File: src/hdl/fupd_pkg.sv
// Shared types and codes for the file URI path decoder.
// Used by the front, queue and back modules; depends on nothing.
package fupd_pkg;

    // Final status of one URI, reported with its last beat.
    typedef enum logic [2:0] {
        ST_PENDING    = 3'd0,
        ST_OK         = 3'd1,
        ST_BAD_SCHEME = 3'd2,
        ST_NO_SLASH   = 3'd3,
        ST_BAD_HOST   = 3'd4,
        ST_TRUNCATED  = 3'd5,
        ST_BAD_HEX    = 3'd6
    } t_status;

    // One input byte together with everything the back end needs to know about it.
    // pfx_hit[k] is set when the byte equals prefix character k; bit 7 is always 0.
    // loc_hit[k] is set when the byte equals host character k; bits 9 to 15 are 0.
    typedef struct packed {
        logic [7:0]  uri_byte;
        logic        last_byte;
        logic        is_slash;
        logic        is_pct;
        logic        hex_ok;
        logic [3:0]  hex_val;
        logic [7:0]  pfx_hit;
        logic [15:0] loc_hit;
    } t_class;

    // One result beat.
    typedef struct packed {
        logic [7:0] path_byte;
        logic       byte_valid;
        logic       final_res;
        t_status    status;
    } t_result;

endpackage

File: src/hdl/fupd_if.sv
// Stream interfaces for the decoder's input and output channels.
// Each carries valid, ready and the payload; no dependencies.
interface fupd_in_if;
    logic       valid;
    logic       ready;
    logic [7:0] uri_byte;
    logic       last_byte;

    modport source (output valid, output uri_byte, output last_byte, input ready);
    modport sink (input valid, input uri_byte, input last_byte, output ready);
endinterface

interface fupd_out_if;
    logic       valid;
    logic       ready;
    logic [7:0] path_byte;
    logic       byte_valid;
    logic       final_res;
    logic [2:0] status;

    modport source (output valid, output path_byte, output byte_valid,
                    output final_res, output status, input ready);
    modport sink (input valid, input path_byte, input byte_valid,
                  input final_res, input status, output ready);
endinterface

File: src/hdl/fupd_front.sv
// Front end: accepts URI beats and classifies each byte into a t_class record.
// Depends on fupd_pkg and fupd_in_if; feeds fupd_queue.
module fupd_front (
    input  logic            i_clk,
    input  logic            i_rst_n,
    fupd_in_if.sink         i_in,
    output logic            o_push,
    output fupd_pkg::t_class o_class,
    input  logic            i_queue_ready
);
    import fupd_pkg::*;

    localparam logic [7:0] PREFIX_TEXT [7] = '{8'h66, 8'h69, 8'h6C, 8'h65, 8'h3A, 8'h2F, 8'h2F};
    localparam logic [7:0] LOCAL_TEXT [9] =
        '{8'h6C, 8'h6F, 8'h63, 8'h61, 8'h6C, 8'h68, 8'h6F, 8'h73, 8'h74};
    localparam logic [7:0] CH_SLASH = 8'h2F;
    localparam logic [7:0] CH_PCT   = 8'h25;

    logic   r_valid;
    t_class r_class;
    t_class n_class;
    logic   take;

    always_comb begin
        n_class           = '0;
        n_class.uri_byte  = i_in.uri_byte;
        n_class.last_byte = i_in.last_byte;
        n_class.is_slash  = (i_in.uri_byte == CH_SLASH);
        n_class.is_pct    = (i_in.uri_byte == CH_PCT);
        if (i_in.uri_byte inside {[8'h30:8'h39]}) begin
            n_class.hex_ok  = 1'b1;
            n_class.hex_val = i_in.uri_byte[3:0];
        end else if (i_in.uri_byte inside {[8'h41:8'h46], [8'h61:8'h66]}) begin
            n_class.hex_ok  = 1'b1;
            n_class.hex_val = i_in.uri_byte[3:0] + 4'd9;
        end
        for (int k = 0; k < 7; k++) begin
            n_class.pfx_hit[k] = (i_in.uri_byte == PREFIX_TEXT[k]);
        end
        for (int k = 0; k < 9; k++) begin
            n_class.loc_hit[k] = (i_in.uri_byte == LOCAL_TEXT[k]);
        end
    end

    // The stage refills in the same cycle that it drains into the queue.
    assign i_in.ready = !r_valid || i_queue_ready;
    assign take       = i_in.valid && i_in.ready;
    assign o_push     = r_valid;
    assign o_class    = r_class;

    always_ff @(posedge i_clk) begin
        if (!i_rst_n) begin
            r_valid <= 1'b0;
        end else if (take) begin
            r_valid <= 1'b1;
        end else if (i_queue_ready) begin
            r_valid <= 1'b0;
        end
        if (take) begin
            r_class <= n_class;
        end
    end

endmodule

File: src/hdl/fupd_queue.sv
// Short FIFO of classified beats between the front and the back end.
// Depends on fupd_pkg; depth is set by the DEPTH parameter.
module fupd_queue #(
    parameter int DEPTH = 4
) (
    input  logic             i_clk,
    input  logic             i_rst_n,
    input  logic             i_push,
    input  fupd_pkg::t_class i_class,
    output logic             o_ready,
    output logic             o_valid,
    output fupd_pkg::t_class o_class,
    input  logic             i_pop
);
    import fupd_pkg::*;

    localparam int PW = (DEPTH > 1) ? $clog2(DEPTH) : 1;
    localparam int CW = $clog2(DEPTH + 1);

    t_class          r_mem [DEPTH];
    logic [PW-1:0]   r_wr;
    logic [PW-1:0]   r_rd;
    logic [CW-1:0]   r_count;
    logic            do_push;
    logic            do_pop;

    assign o_ready = (r_count != CW'(DEPTH));
    assign o_valid = (r_count != '0);
    assign o_class = r_mem[r_rd];
    assign do_push = i_push && o_ready;
    assign do_pop  = i_pop && o_valid;

    always_ff @(posedge i_clk) begin
        if (!i_rst_n) begin
            r_wr    <= '0;
            r_rd    <= '0;
            r_count <= '0;
        end else begin
            if (do_push) begin
                r_wr <= (r_wr == PW'(DEPTH - 1)) ? '0 : r_wr + 1'b1;
            end
            if (do_pop) begin
                r_rd <= (r_rd == PW'(DEPTH - 1)) ? '0 : r_rd + 1'b1;
            end
            if (do_push && !do_pop) begin
                r_count <= r_count + 1'b1;
            end else if (do_pop && !do_push) begin
                r_count <= r_count - 1'b1;
            end
        end
        if (do_push) begin
            r_mem[r_wr] <= i_class;
        end
    end

endmodule

File: src/hdl/fupd_back.sv
// Back end: the URI parsing state machine and the registered output beat.
// Depends on fupd_pkg and fupd_out_if; pops classified beats from fupd_queue.
module fupd_back (
    input  logic             i_clk,
    input  logic             i_rst_n,
    input  logic             i_valid,
    input  fupd_pkg::t_class i_class,
    output logic             o_pop,
    fupd_out_if.source       o_out
);
    import fupd_pkg::*;

    typedef enum logic [2:0] {
        PH_SCHEME,
        PH_HOST,
        PH_PATH,
        PH_ESC_HI,
        PH_ESC_LO,
        PH_FAILED
    } t_phase;

    t_phase     r_phase, n_phase;
    logic [2:0] r_pos, n_pos;
    logic [3:0] r_host_len, n_host_len;
    logic       r_host_mism, n_host_mism;
    logic [3:0] r_high, n_high;
    logic       r_hex_bad, n_hex_bad;
    t_status    r_err, n_err;
    logic       r_out_valid;
    t_result    r_out, n_out;

    assign o_pop = i_valid && (!r_out_valid || o_out.ready);

    always_comb begin
        n_phase     = r_phase;
        n_pos       = r_pos;
        n_host_len  = r_host_len;
        n_host_mism = r_host_mism;
        n_high      = r_high;
        n_hex_bad   = r_hex_bad;
        n_err       = r_err;
        n_out       = '0;
        n_out.status = ST_PENDING;

        case (r_phase)
            PH_SCHEME: begin
                if (i_class.pfx_hit[r_pos]) begin
                    n_pos = r_pos + 3'd1;
                    if (r_pos == 3'd6) begin
                        n_phase = PH_HOST;
                    end
                end else begin
                    n_err   = ST_BAD_SCHEME;
                    n_phase = PH_FAILED;
                end
            end
            PH_HOST: begin
                if (i_class.is_slash) begin
                    if (r_host_len == 4'd0 || (r_host_len == 4'd9 && !r_host_mism)) begin
                        n_out.path_byte  = i_class.uri_byte;
                        n_out.byte_valid = 1'b1;
                        n_phase          = PH_PATH;
                    end else begin
                        n_err   = ST_BAD_HOST;
                        n_phase = PH_FAILED;
                    end
                end else begin
                    // loc_hit is zero past the ninth character, so long hosts mismatch.
                    if (!i_class.loc_hit[r_host_len]) begin
                        n_host_mism = 1'b1;
                    end
                    if (r_host_len != 4'd15) begin
                        n_host_len = r_host_len + 4'd1;
                    end
                end
            end
            PH_PATH: begin
                if (i_class.is_pct) begin
                    n_phase = PH_ESC_HI;
                end else begin
                    n_out.path_byte  = i_class.uri_byte;
                    n_out.byte_valid = 1'b1;
                end
            end
            PH_ESC_HI: begin
                n_hex_bad = !i_class.hex_ok;
                n_high    = i_class.hex_val;
                n_phase   = PH_ESC_LO;
            end
            PH_ESC_LO: begin
                if (r_hex_bad || !i_class.hex_ok) begin
                    n_err   = ST_BAD_HEX;
                    n_phase = PH_FAILED;
                end else begin
                    n_out.path_byte  = {r_high, i_class.hex_val};
                    n_out.byte_valid = 1'b1;
                    n_phase          = PH_PATH;
                end
            end
            default: begin
                n_phase = PH_FAILED;
            end
        endcase

        // The last beat reports the outcome and returns everything to the reset state.
        if (i_class.last_byte) begin
            n_out.final_res = 1'b1;
            if (n_err != ST_PENDING) begin
                n_out.status = n_err;
            end else if (n_phase == PH_SCHEME) begin
                n_out.status = ST_BAD_SCHEME;
            end else if (n_phase == PH_HOST) begin
                n_out.status = ST_NO_SLASH;
            end else if (n_phase == PH_ESC_HI || n_phase == PH_ESC_LO) begin
                n_out.status = ST_TRUNCATED;
            end else begin
                n_out.status = ST_OK;
            end
            n_phase     = PH_SCHEME;
            n_pos       = '0;
            n_host_len  = '0;
            n_host_mism = 1'b0;
            n_high      = '0;
            n_hex_bad   = 1'b0;
            n_err       = ST_PENDING;
        end
    end

    always_ff @(posedge i_clk) begin
        if (!i_rst_n) begin
            r_phase     <= PH_SCHEME;
            r_pos       <= '0;
            r_host_len  <= '0;
            r_host_mism <= 1'b0;
            r_high      <= '0;
            r_hex_bad   <= 1'b0;
            r_err       <= ST_PENDING;
            r_out_valid <= 1'b0;
        end else begin
            if (o_pop) begin
                r_phase     <= n_phase;
                r_pos       <= n_pos;
                r_host_len  <= n_host_len;
                r_host_mism <= n_host_mism;
                r_high      <= n_high;
                r_hex_bad   <= n_hex_bad;
                r_err       <= n_err;
                r_out_valid <= 1'b1;
            end else if (o_out.ready) begin
                r_out_valid <= 1'b0;
            end
        end
        if (o_pop) begin
            r_out <= n_out;
        end
    end

    assign o_out.valid      = r_out_valid;
    assign o_out.path_byte  = r_out.path_byte;
    assign o_out.byte_valid = r_out.byte_valid;
    assign o_out.final_res  = r_out.final_res;
    assign o_out.status     = r_out.status;

    a_final_resets: assert property (@(posedge i_clk) disable iff (!i_rst_n)
        o_pop && i_class.last_byte |=> r_phase == PH_SCHEME && r_err == ST_PENDING)
        else $error("state not cleared after the last beat of a URI");

    a_failed_has_code: assert property (@(posedge i_clk) disable iff (!i_rst_n)
        (r_phase == PH_FAILED) == (r_err != ST_PENDING))
        else $error("failed phase and latched error code disagree");

    a_status_on_final: assert property (@(posedge i_clk) disable iff (!i_rst_n)
        r_out_valid |-> (r_out.final_res == (r_out.status != ST_PENDING)))
        else $error("status reported on a beat that is not the last");

    a_no_byte_after_error: assert property (@(posedge i_clk) disable iff (!i_rst_n)
        o_pop && r_phase == PH_FAILED |=> !r_out.byte_valid)
        else $error("decoded byte emitted after an error was latched");

endmodule

File: src/hdl/file_uri_path_decoder_core.sv
// Top level of the file URI path decoder: front, queue and back end.
// Depends on fupd_pkg, fupd_if, fupd_front, fupd_queue and fupd_back.
//
// Usage: the URI text arrives on i_in one byte per beat, with last_byte set on
// its final byte. For every input beat exactly one result beat leaves on o_out,
// in order. A result carries a decoded path byte when byte_valid is set, and the
// last result of a URI has final_res set and the final status (1 ok, 2 to 6 an
// error). The receiver drops the partial path when that status is an error.
// Path: a beat accepted on i_in passes through the classify register, a queue
// entry and the output register before its result shows on o_out.
// Throughput: one beat per cycle while o_out.ready stays high, set by the
// parsing state machine in the back end.
// Stall: while o_out.ready is low the output beat holds; the queue of
// QUEUE_DEPTH entries and the front register keep taking input until full,
// then i_in.ready falls. Reset (synchronous, active low) empties the queue and
// the output register and returns the parser to the start of a URI.
// After each last byte the parser returns to that state by itself.
module file_uri_path_decoder_core #(
    parameter int QUEUE_DEPTH = 4
) (
    input  logic        i_clk,
    input  logic        i_rst_n,
    fupd_in_if.sink     i_in,
    fupd_out_if.source  o_out
);
    import fupd_pkg::*;

    logic   front_push;
    t_class front_class;
    logic   queue_ready;
    logic   queue_valid;
    t_class queue_class;
    logic   back_pop;

    fupd_front u_front (
        .i_clk         (i_clk),
        .i_rst_n       (i_rst_n),
        .i_in          (i_in),
        .o_push        (front_push),
        .o_class       (front_class),
        .i_queue_ready (queue_ready)
    );

    fupd_queue #(
        .DEPTH (QUEUE_DEPTH)
    ) u_queue (
        .i_clk   (i_clk),
        .i_rst_n (i_rst_n),
        .i_push  (front_push),
        .i_class (front_class),
        .o_ready (queue_ready),
        .o_valid (queue_valid),
        .o_class (queue_class),
        .i_pop   (back_pop)
    );

    fupd_back u_back (
        .i_clk   (i_clk),
        .i_rst_n (i_rst_n),
        .i_valid (queue_valid),
        .i_class (queue_class),
        .o_pop   (back_pop),
        .o_out   (o_out)
    );

endmodule
File: src/flat_wrapper.sv
// flat-port wrapper written by rule: the top's interface ports become plain ports
module file_uri_path_decoder_core_flat import fupd_pkg::*;
#(
    parameter int QUEUE_DEPTH = 4
)
  (i_clk, i_rst_n, i_in_valid, i_in_uri_byte, i_in_last_byte, i_in_ready, o_out_valid, o_out_path_byte, o_out_byte_valid, o_out_final_res, o_out_status, o_out_ready);
  fupd_in_if i_in_i ();
  fupd_out_if o_out_i ();
  input  logic i_clk;
  input  logic i_rst_n;
  input wire logic [$bits(i_in_i.valid)-1:0] i_in_valid;
  input wire logic [$bits(i_in_i.uri_byte)-1:0] i_in_uri_byte;
  input wire logic [$bits(i_in_i.last_byte)-1:0] i_in_last_byte;
  output wire logic [$bits(i_in_i.ready)-1:0] i_in_ready;
  output wire logic [$bits(o_out_i.valid)-1:0] o_out_valid;
  output wire logic [$bits(o_out_i.path_byte)-1:0] o_out_path_byte;
  output wire logic [$bits(o_out_i.byte_valid)-1:0] o_out_byte_valid;
  output wire logic [$bits(o_out_i.final_res)-1:0] o_out_final_res;
  output wire logic [$bits(o_out_i.status)-1:0] o_out_status;
  input wire logic [$bits(o_out_i.ready)-1:0] o_out_ready;
  assign i_in_i.valid = i_in_valid;
  assign i_in_i.uri_byte = i_in_uri_byte;
  assign i_in_i.last_byte = i_in_last_byte;
  assign i_in_ready = i_in_i.ready;
  assign o_out_valid = o_out_i.valid;
  assign o_out_path_byte = o_out_i.path_byte;
  assign o_out_byte_valid = o_out_i.byte_valid;
  assign o_out_final_res = o_out_i.final_res;
  assign o_out_status = o_out_i.status;
  assign o_out_i.ready = o_out_ready;
  file_uri_path_decoder_core #(.QUEUE_DEPTH(QUEUE_DEPTH)) u_core (.i_clk(i_clk), .i_rst_n(i_rst_n), .i_in(i_in_i), .o_out(o_out_i));
endmodule
File: config.mk
export PLATFORM = sky130hd
export DESIGN_NAME = file_uri_path_decoder_core_flat
export DESIGN_NICKNAME = d
export VERILOG_FILES = /design/src/hdl/fupd_pkg.sv /design/src/hdl/fupd_if.sv /design/src/hdl/fupd_front.sv /design/src/hdl/fupd_queue.sv /design/src/hdl/fupd_back.sv /design/src/hdl/file_uri_path_decoder_core.sv /design/src/flat_wrapper.sv
export SDC_FILE = /design/constraint.sdc
export NUM_CORES = 1
export LEC_CHECK = 0
export BUFFER_PORTS_ARGS = -buffer_cell sky130_fd_sc_hd__buf_2
export CAP_MARGIN = 0
export CORE_AREA = 2 2 106 134
export DETAILED_ROUTE_END_ITERATION = 10
export DIE_AREA = 0 0 108 136
export PLACE_DENSITY = 0.69
export SLEW_MARGIN = 10
export SYNTH_ARGS = -nofsm -noshare
export SYNTH_HDL_FRONTEND = slang
export SYNTH_SLANG_ARGS = --single-unit
File: constraint.sdc
create_clock -name i_clk -period 2.8 [get_ports i_clk]
set_clock_uncertainty 0.05 [all_clocks]
set_input_delay 0.42 -clock i_clk [delete_from_list [all_inputs] [get_ports i_clk]]
set_output_delay 0.42 -clock i_clk [all_outputs]
set_load 0.01 [all_outputs]
* Word-level counts from Yosys, hierarchy flattened *
Memories as Yosys holds them, arrays and structs flattened. A register that Yosys moved wholly into a read port is not among the register bits.
Index checks and enable logic that the tools add are counted.

cells by class
  add/subtract/negate cells = 7
  order comparisons = 8
  reduce and logical (&&, ||, !) cells = 39
  eq/ne operators = 28
  mux-type cells = 57

operators with widths
  cell                 count
  $eq 8x7->1 const B   10
  $mux 3               21
  $mux 9               4
  $mux 4               8
  $pmux 9 s3           1
  $eq 8x6->1 const B   3
  $reduce_bool 2->1    9
  $ge 8x7->1 const B   2
  $le 8x7->1 const B   2
  $pmux 3 s5           1
  $mux 1               14
  $logic_and 1x1->1    10
  $eq 3x2->1 const B   3
  $eq 3x3->1 const B   3
  $pmux 3 s3           1
  $ge 8x6->1 const B   1
  $le 8x6->1 const B   1
  $mux 2               4
  $reduce_and 4->1     2
  $add 3x1->3 const B  2
  $eq 3x1->1 const B   2
  $logic_not 1->1      6
  $logic_not 3->1      2
  $reduce_bool 3->1    2
  other kinds (18)     25

word-level totals
  memories = 1
  word-level logic and storage cells = 164
  RAM bits = 128
  bits in registers = 72
  input port bits = 13
  output and inout bits = 15

memory list
  name                  words  bits a word  rd ports  clocked after Yosys merged registers in  write ports  line              text
  u_core.u_queue.r_mem  4      32           1         1                                        1            fupd_queue.sv:20  t_class r_mem [DEPTH];

* Logic depth before layout (Yosys ltp) *
  depth after elaboration = 13
  gate-level depth with buffers = 10

* Cells and area by module *
Synthesis repeated with hierarchy kept, for this count alone.

unflattened totals
  cell total of the unflattened synthesis = 553
  area, all modules = 9446.6 µm²

by module, submodules not included
  module      cells each  sequential area each (µm²)  area an instance (µm²)  instances
  fupd_queue  260         4984.8                      6246.0                  1
  fupd_back   194         790.8                       1891.8                  1
  fupd_front  99          830.8                       1308.8                  1

* Worst setup path before layout *
OpenSTA, ideal clock, no wires.

  path kind = register -> register
  start point = reg u_core.u_queue.r_count[0]
  end point = reg u_core.u_queue.r_count[2]
  stages on the path, launching flop included = 11
  arrival = 2426 ps
  required time = 2678 ps
  slack = 252 ps
  period minus slack after synthesis = 2548 ps
  library setup time = 72 ps
  path through = dfxtp_1 -> nor3_1 -> or2_2 -> clkbuf_1 -> clkbuf_1 -> ha_1 -> inv_1 -> fa_1 -> xor2_1 -> or3_1 -> a21oi_1

on the way
  word-level cells in the longest chain between the ends = 6

ends and longest elaborated chain
  what                                                                 line              text
  from (decl)                                                          fupd_queue.sv:23  logic [CW-1:0] r_count;
  from (signal assigned)                                               fupd_queue.sv:46  r_count <= r_count + 1'b1;
  from (signal assigned)                                               fupd_queue.sv:48  r_count <= r_count - 1'b1;
  parallel branches: the longest is 6 deep, another holds $sub 3x1->3  --

Several ways; the timed one is not identified. The select of a mux whose other input is x is not followed.
A chain may end at the register's enable or synchronous reset.

==> flow_metrics.env <==
export IMPL_route_antenna_remaining_nets=0
export IMPL_dp_hpwl_mm=8.937
export IMPL_required_ns=3.04
export IMPL_gr_total_overflow=0
export IMPL_clock_path_buffers=2
export IMPL_syn_inst=484
export IMPL_setup_worst_path_start_class="flop"
export IMPL_cp_arrival_ns=2.75
export IMPL_drv_slew=0
export IMPL_diodes=0
export IMPL_synth_area_leader_cell="edfxtp_1"
export IMPL_synth_top_cells_by_count="edfxtp_1, nor2_1, dfxtp_1"
export IMPL_die_w_um=108
export IMPL_synth_seq_cells=178
export IMPL_yosysUniqueCellTypes=59
export IMPL_power_frac_seq_pct=45.4
export IMPL_ys_seq_area_share_pct=68.69
export IMPL_clkPwrFrac_pct=30.2
export IMPL_pwr_share_comb_pct=24.5
export IMPL_cts_sinks=178
export IMPL_ctsHoldBuffers=0
export IMPL_drc=0
export IMPL_htree_levels=4
export IMPL_cts_tree="yes"
export IMPL_die_y_um=136
export IMPL_fin_crit_ns=2.507
export IMPL_tns_ns=0
export IMPL_syn_nets=514
export IMPL_worstMarginPinSlew_ns=1.047
export IMPL_grt_max_degree=28
export IMPL_cts_setup_buffers=0
export IMPL_place_area_um2=7735
export IMPL_rsz0062_at_grt="no"
export IMPL_insertion_delay_ns=0.43
export IMPL_antenna_found_initial=0
export IMPL_fp_row_count=48
export IMPL_grt_pass1_vias=4144
export IMPL_synthFlopType="edfxtp_1"
export IMPL_ioPinCount=28
export IMPL_synth_top_cell_area_share_pct=60.51
export IMPL_first_pass_iters=5
export IMPL_p_int_w=0.005252
export IMPL_p_leak_nw=2.893
export IMPL_die_area_um2=14690
export IMPL_async_flop_share_pct=0
export IMPL_fin_util_pct=61.59
export IMPL_max_slew_margin_pct=29.65
export IMPL_drive_gt1_share_pct=20.78
export IMPL_finalSetupViolations=0
export IMPL_fin_nets=556
export IMPL_path_max_fanout=11
export IMPL_power_per_cell_area_nw_per_um2=913.0
export IMPL_ir_drop_mv=0.5230
export IMPL_drt_initial_drc_count=222
export IMPL_fill_cells=1003
export IMPL_synth_most_common_cell="edfxtp_1"
export IMPL_io_buffers=27
export IMPL_period_share_pct=89.53
export IMPL_synth_enable_flop_cells=148
export IMPL_hp_start="i_in_last_byte"
export IMPL_power_switching_w=0.002347
export IMPL_avgRoutedWirePerCell_um=18.71
export IMPL_syn_avg_cell_area_um2=15.17
export IMPL_cts_buffers=17
export IMPL_track_usage_pct=19.70
export IMPL_ys_warn_count=0
export IMPL_syn_area_um2=7345
export IMPL_core_um2=13510
export IMPL_fmax_mhz=398.9
export IMPL_grt_pass1_wl_mm=21.52
export IMPL_status="complete, no violations"
export IMPL_clkSlewWorstSetupHoldPaths_ns=0.07
export IMPL_worst_setup_path_type="reg2reg"
export IMPL_hold_viol_final=0
export IMPL_wirelength_mm=13.36
export IMPL_via_count=4082
export IMPL_post_cts_resized=0
export IMPL_cap_violations=0
export IMPL_hold_path_class="in2reg"
export IMPL_gp_congestion=0.8357
export IMPL_sw_frac_of_total_pct=30.89
export IMPL_synth_area_leaders="edfxtp_1, dfxtp_1, mux4_2"
export IMPL_viasPerCell=5.717
export IMPL_final_area_um2=8323
export IMPL_cts_root_buf="clkbuf_16"
export IMPL_area_delta_synth_final_pct=13.32
export IMPL_endpoint_kind="flop"
export IMPL_start_util_pct=54.35
cells in the final DEF, fill, tap and decap left out, types with 14 or more instances in the layout:
cell,Yosys,final
nand2_1,29,29
o21ai_0,19,19
inv_1,22,22
buf_2,2,27
ha_1,16,16
edfxtp_1,148,148
mux4_2,23,23
nor2_1,34,34
clkbuf_16,0,17
dfxtp_1,30,29
buf_4,0,16
a21oi_1,14,14
cell type report:
cell class	instances	area, µm²	share of cell area, %
flip-flops and latches	178	5046	60.63
multi-input cells	262	2125	25.53
well taps	175	219.0	2.631
inverters	24	90.09	1.082
clock inverters	14	158.9	1.909
repair buffers	43	255.2	3.067
clock buffers	18	429.2	5.156
critical path: stages (launching register included):
cell and delay [ns]:
dfxtp_2 0.53, mux4_2 0.62, or3b_1 0.26, or4b_4 0.49, a211o_1 0.29, a21oi_2 0.13
logic make-up (layout without fill, tap and decap cells):
family	count (synthesis)	count (layout)	share of synthesized area [%]
AO/OA/AOI/OAI	70	70	6.355
XOR/XNOR	5	5	0.5962
adder cells (fa/ha/maj)	17	17	2.998
buffers and inverters	44	99	2.589
flip-flops	178	178	68.69
multiplexers	36	36	9.353
AND/OR/NAND/NOR	134	134	9.421
per-layer routing:
metal  wire length (µm)  vias up  GRT usage, %
met3                461       19         5.081
met2               6905       88         32.63
li1                   -     1942             -
met1               5767     2033         24.94
met5                  0        -             0
met4                228        0         7.692
flip-flops by register name (all words and copies together) (netlist names), 3 cells and up, named ones only:
register	flops
u_core.u_back.o_out.path_byte	8
u_core.u_back.r_err	3
u_core.u_queue.r_count	3
u_core.u_front.o_class	27
u_core.u_back.r_high	4
u_core.u_back.o_out.status	3
u_core.u_back.r_phase	3
u_core.u_back.r_host_len	4
u_core.u_back.r_pos	3
u_core.u_queue.r_mem	108
worst paths after layout:
path / end / slack, ns / cells after the start
setup / recovery: u_core.u_back.o_out.status[0]$_SDFFCE_PN0P_ / 0.29 / 5
setup reg to reg: u_core.u_back.o_out.status[0]$_SDFFCE_PN0P_ / 0.29 / 5
hold reg to reg: u_core.u_back.r_err[0]$_SDFFE_PN0P_ / 0.39 / 2
hold / removal: u_core.u_front.o_class[31]$_DFFE_PP_ / 0.13 / 1
power groups by stage:
stage	registers [W]	logic, W	clock network (W)
2_1_floorplan	0.00344	0.00140	0
3_3_place_gp	0.00349	0.00184	0
3_5_place_dp	0.00351	0.00187	0
4_1_cts	0.00345	0.00188	0.00233
5_1_grt	0.00349	0.00204	0.00244
6_report	0.00345	0.00186	0.00229
per-stage QoR:
| stage | hold slack, ns | setup WS [ns] | instances | power, W |
|---|---|---|---|---|
| finish | 0.1263 | 0.2933 | 714 | 0.007599 |
| global route | 0.1086 | 0.1746 | 714 | 0.007974 |
| CTS | 0.1138 | 0.2790 | 714 | 0.007662 |
| detailed placement | 0.3878 | 0.2967 | 682 | 0.005376 |
| global placement | 0.3787 | 0.3482 | 682 | 0.005329 |
| floorplan | 0.3606 | 0.2520 | 484 | 0.004839 |
No activity file was read; power rests on OpenSTA's default activity.
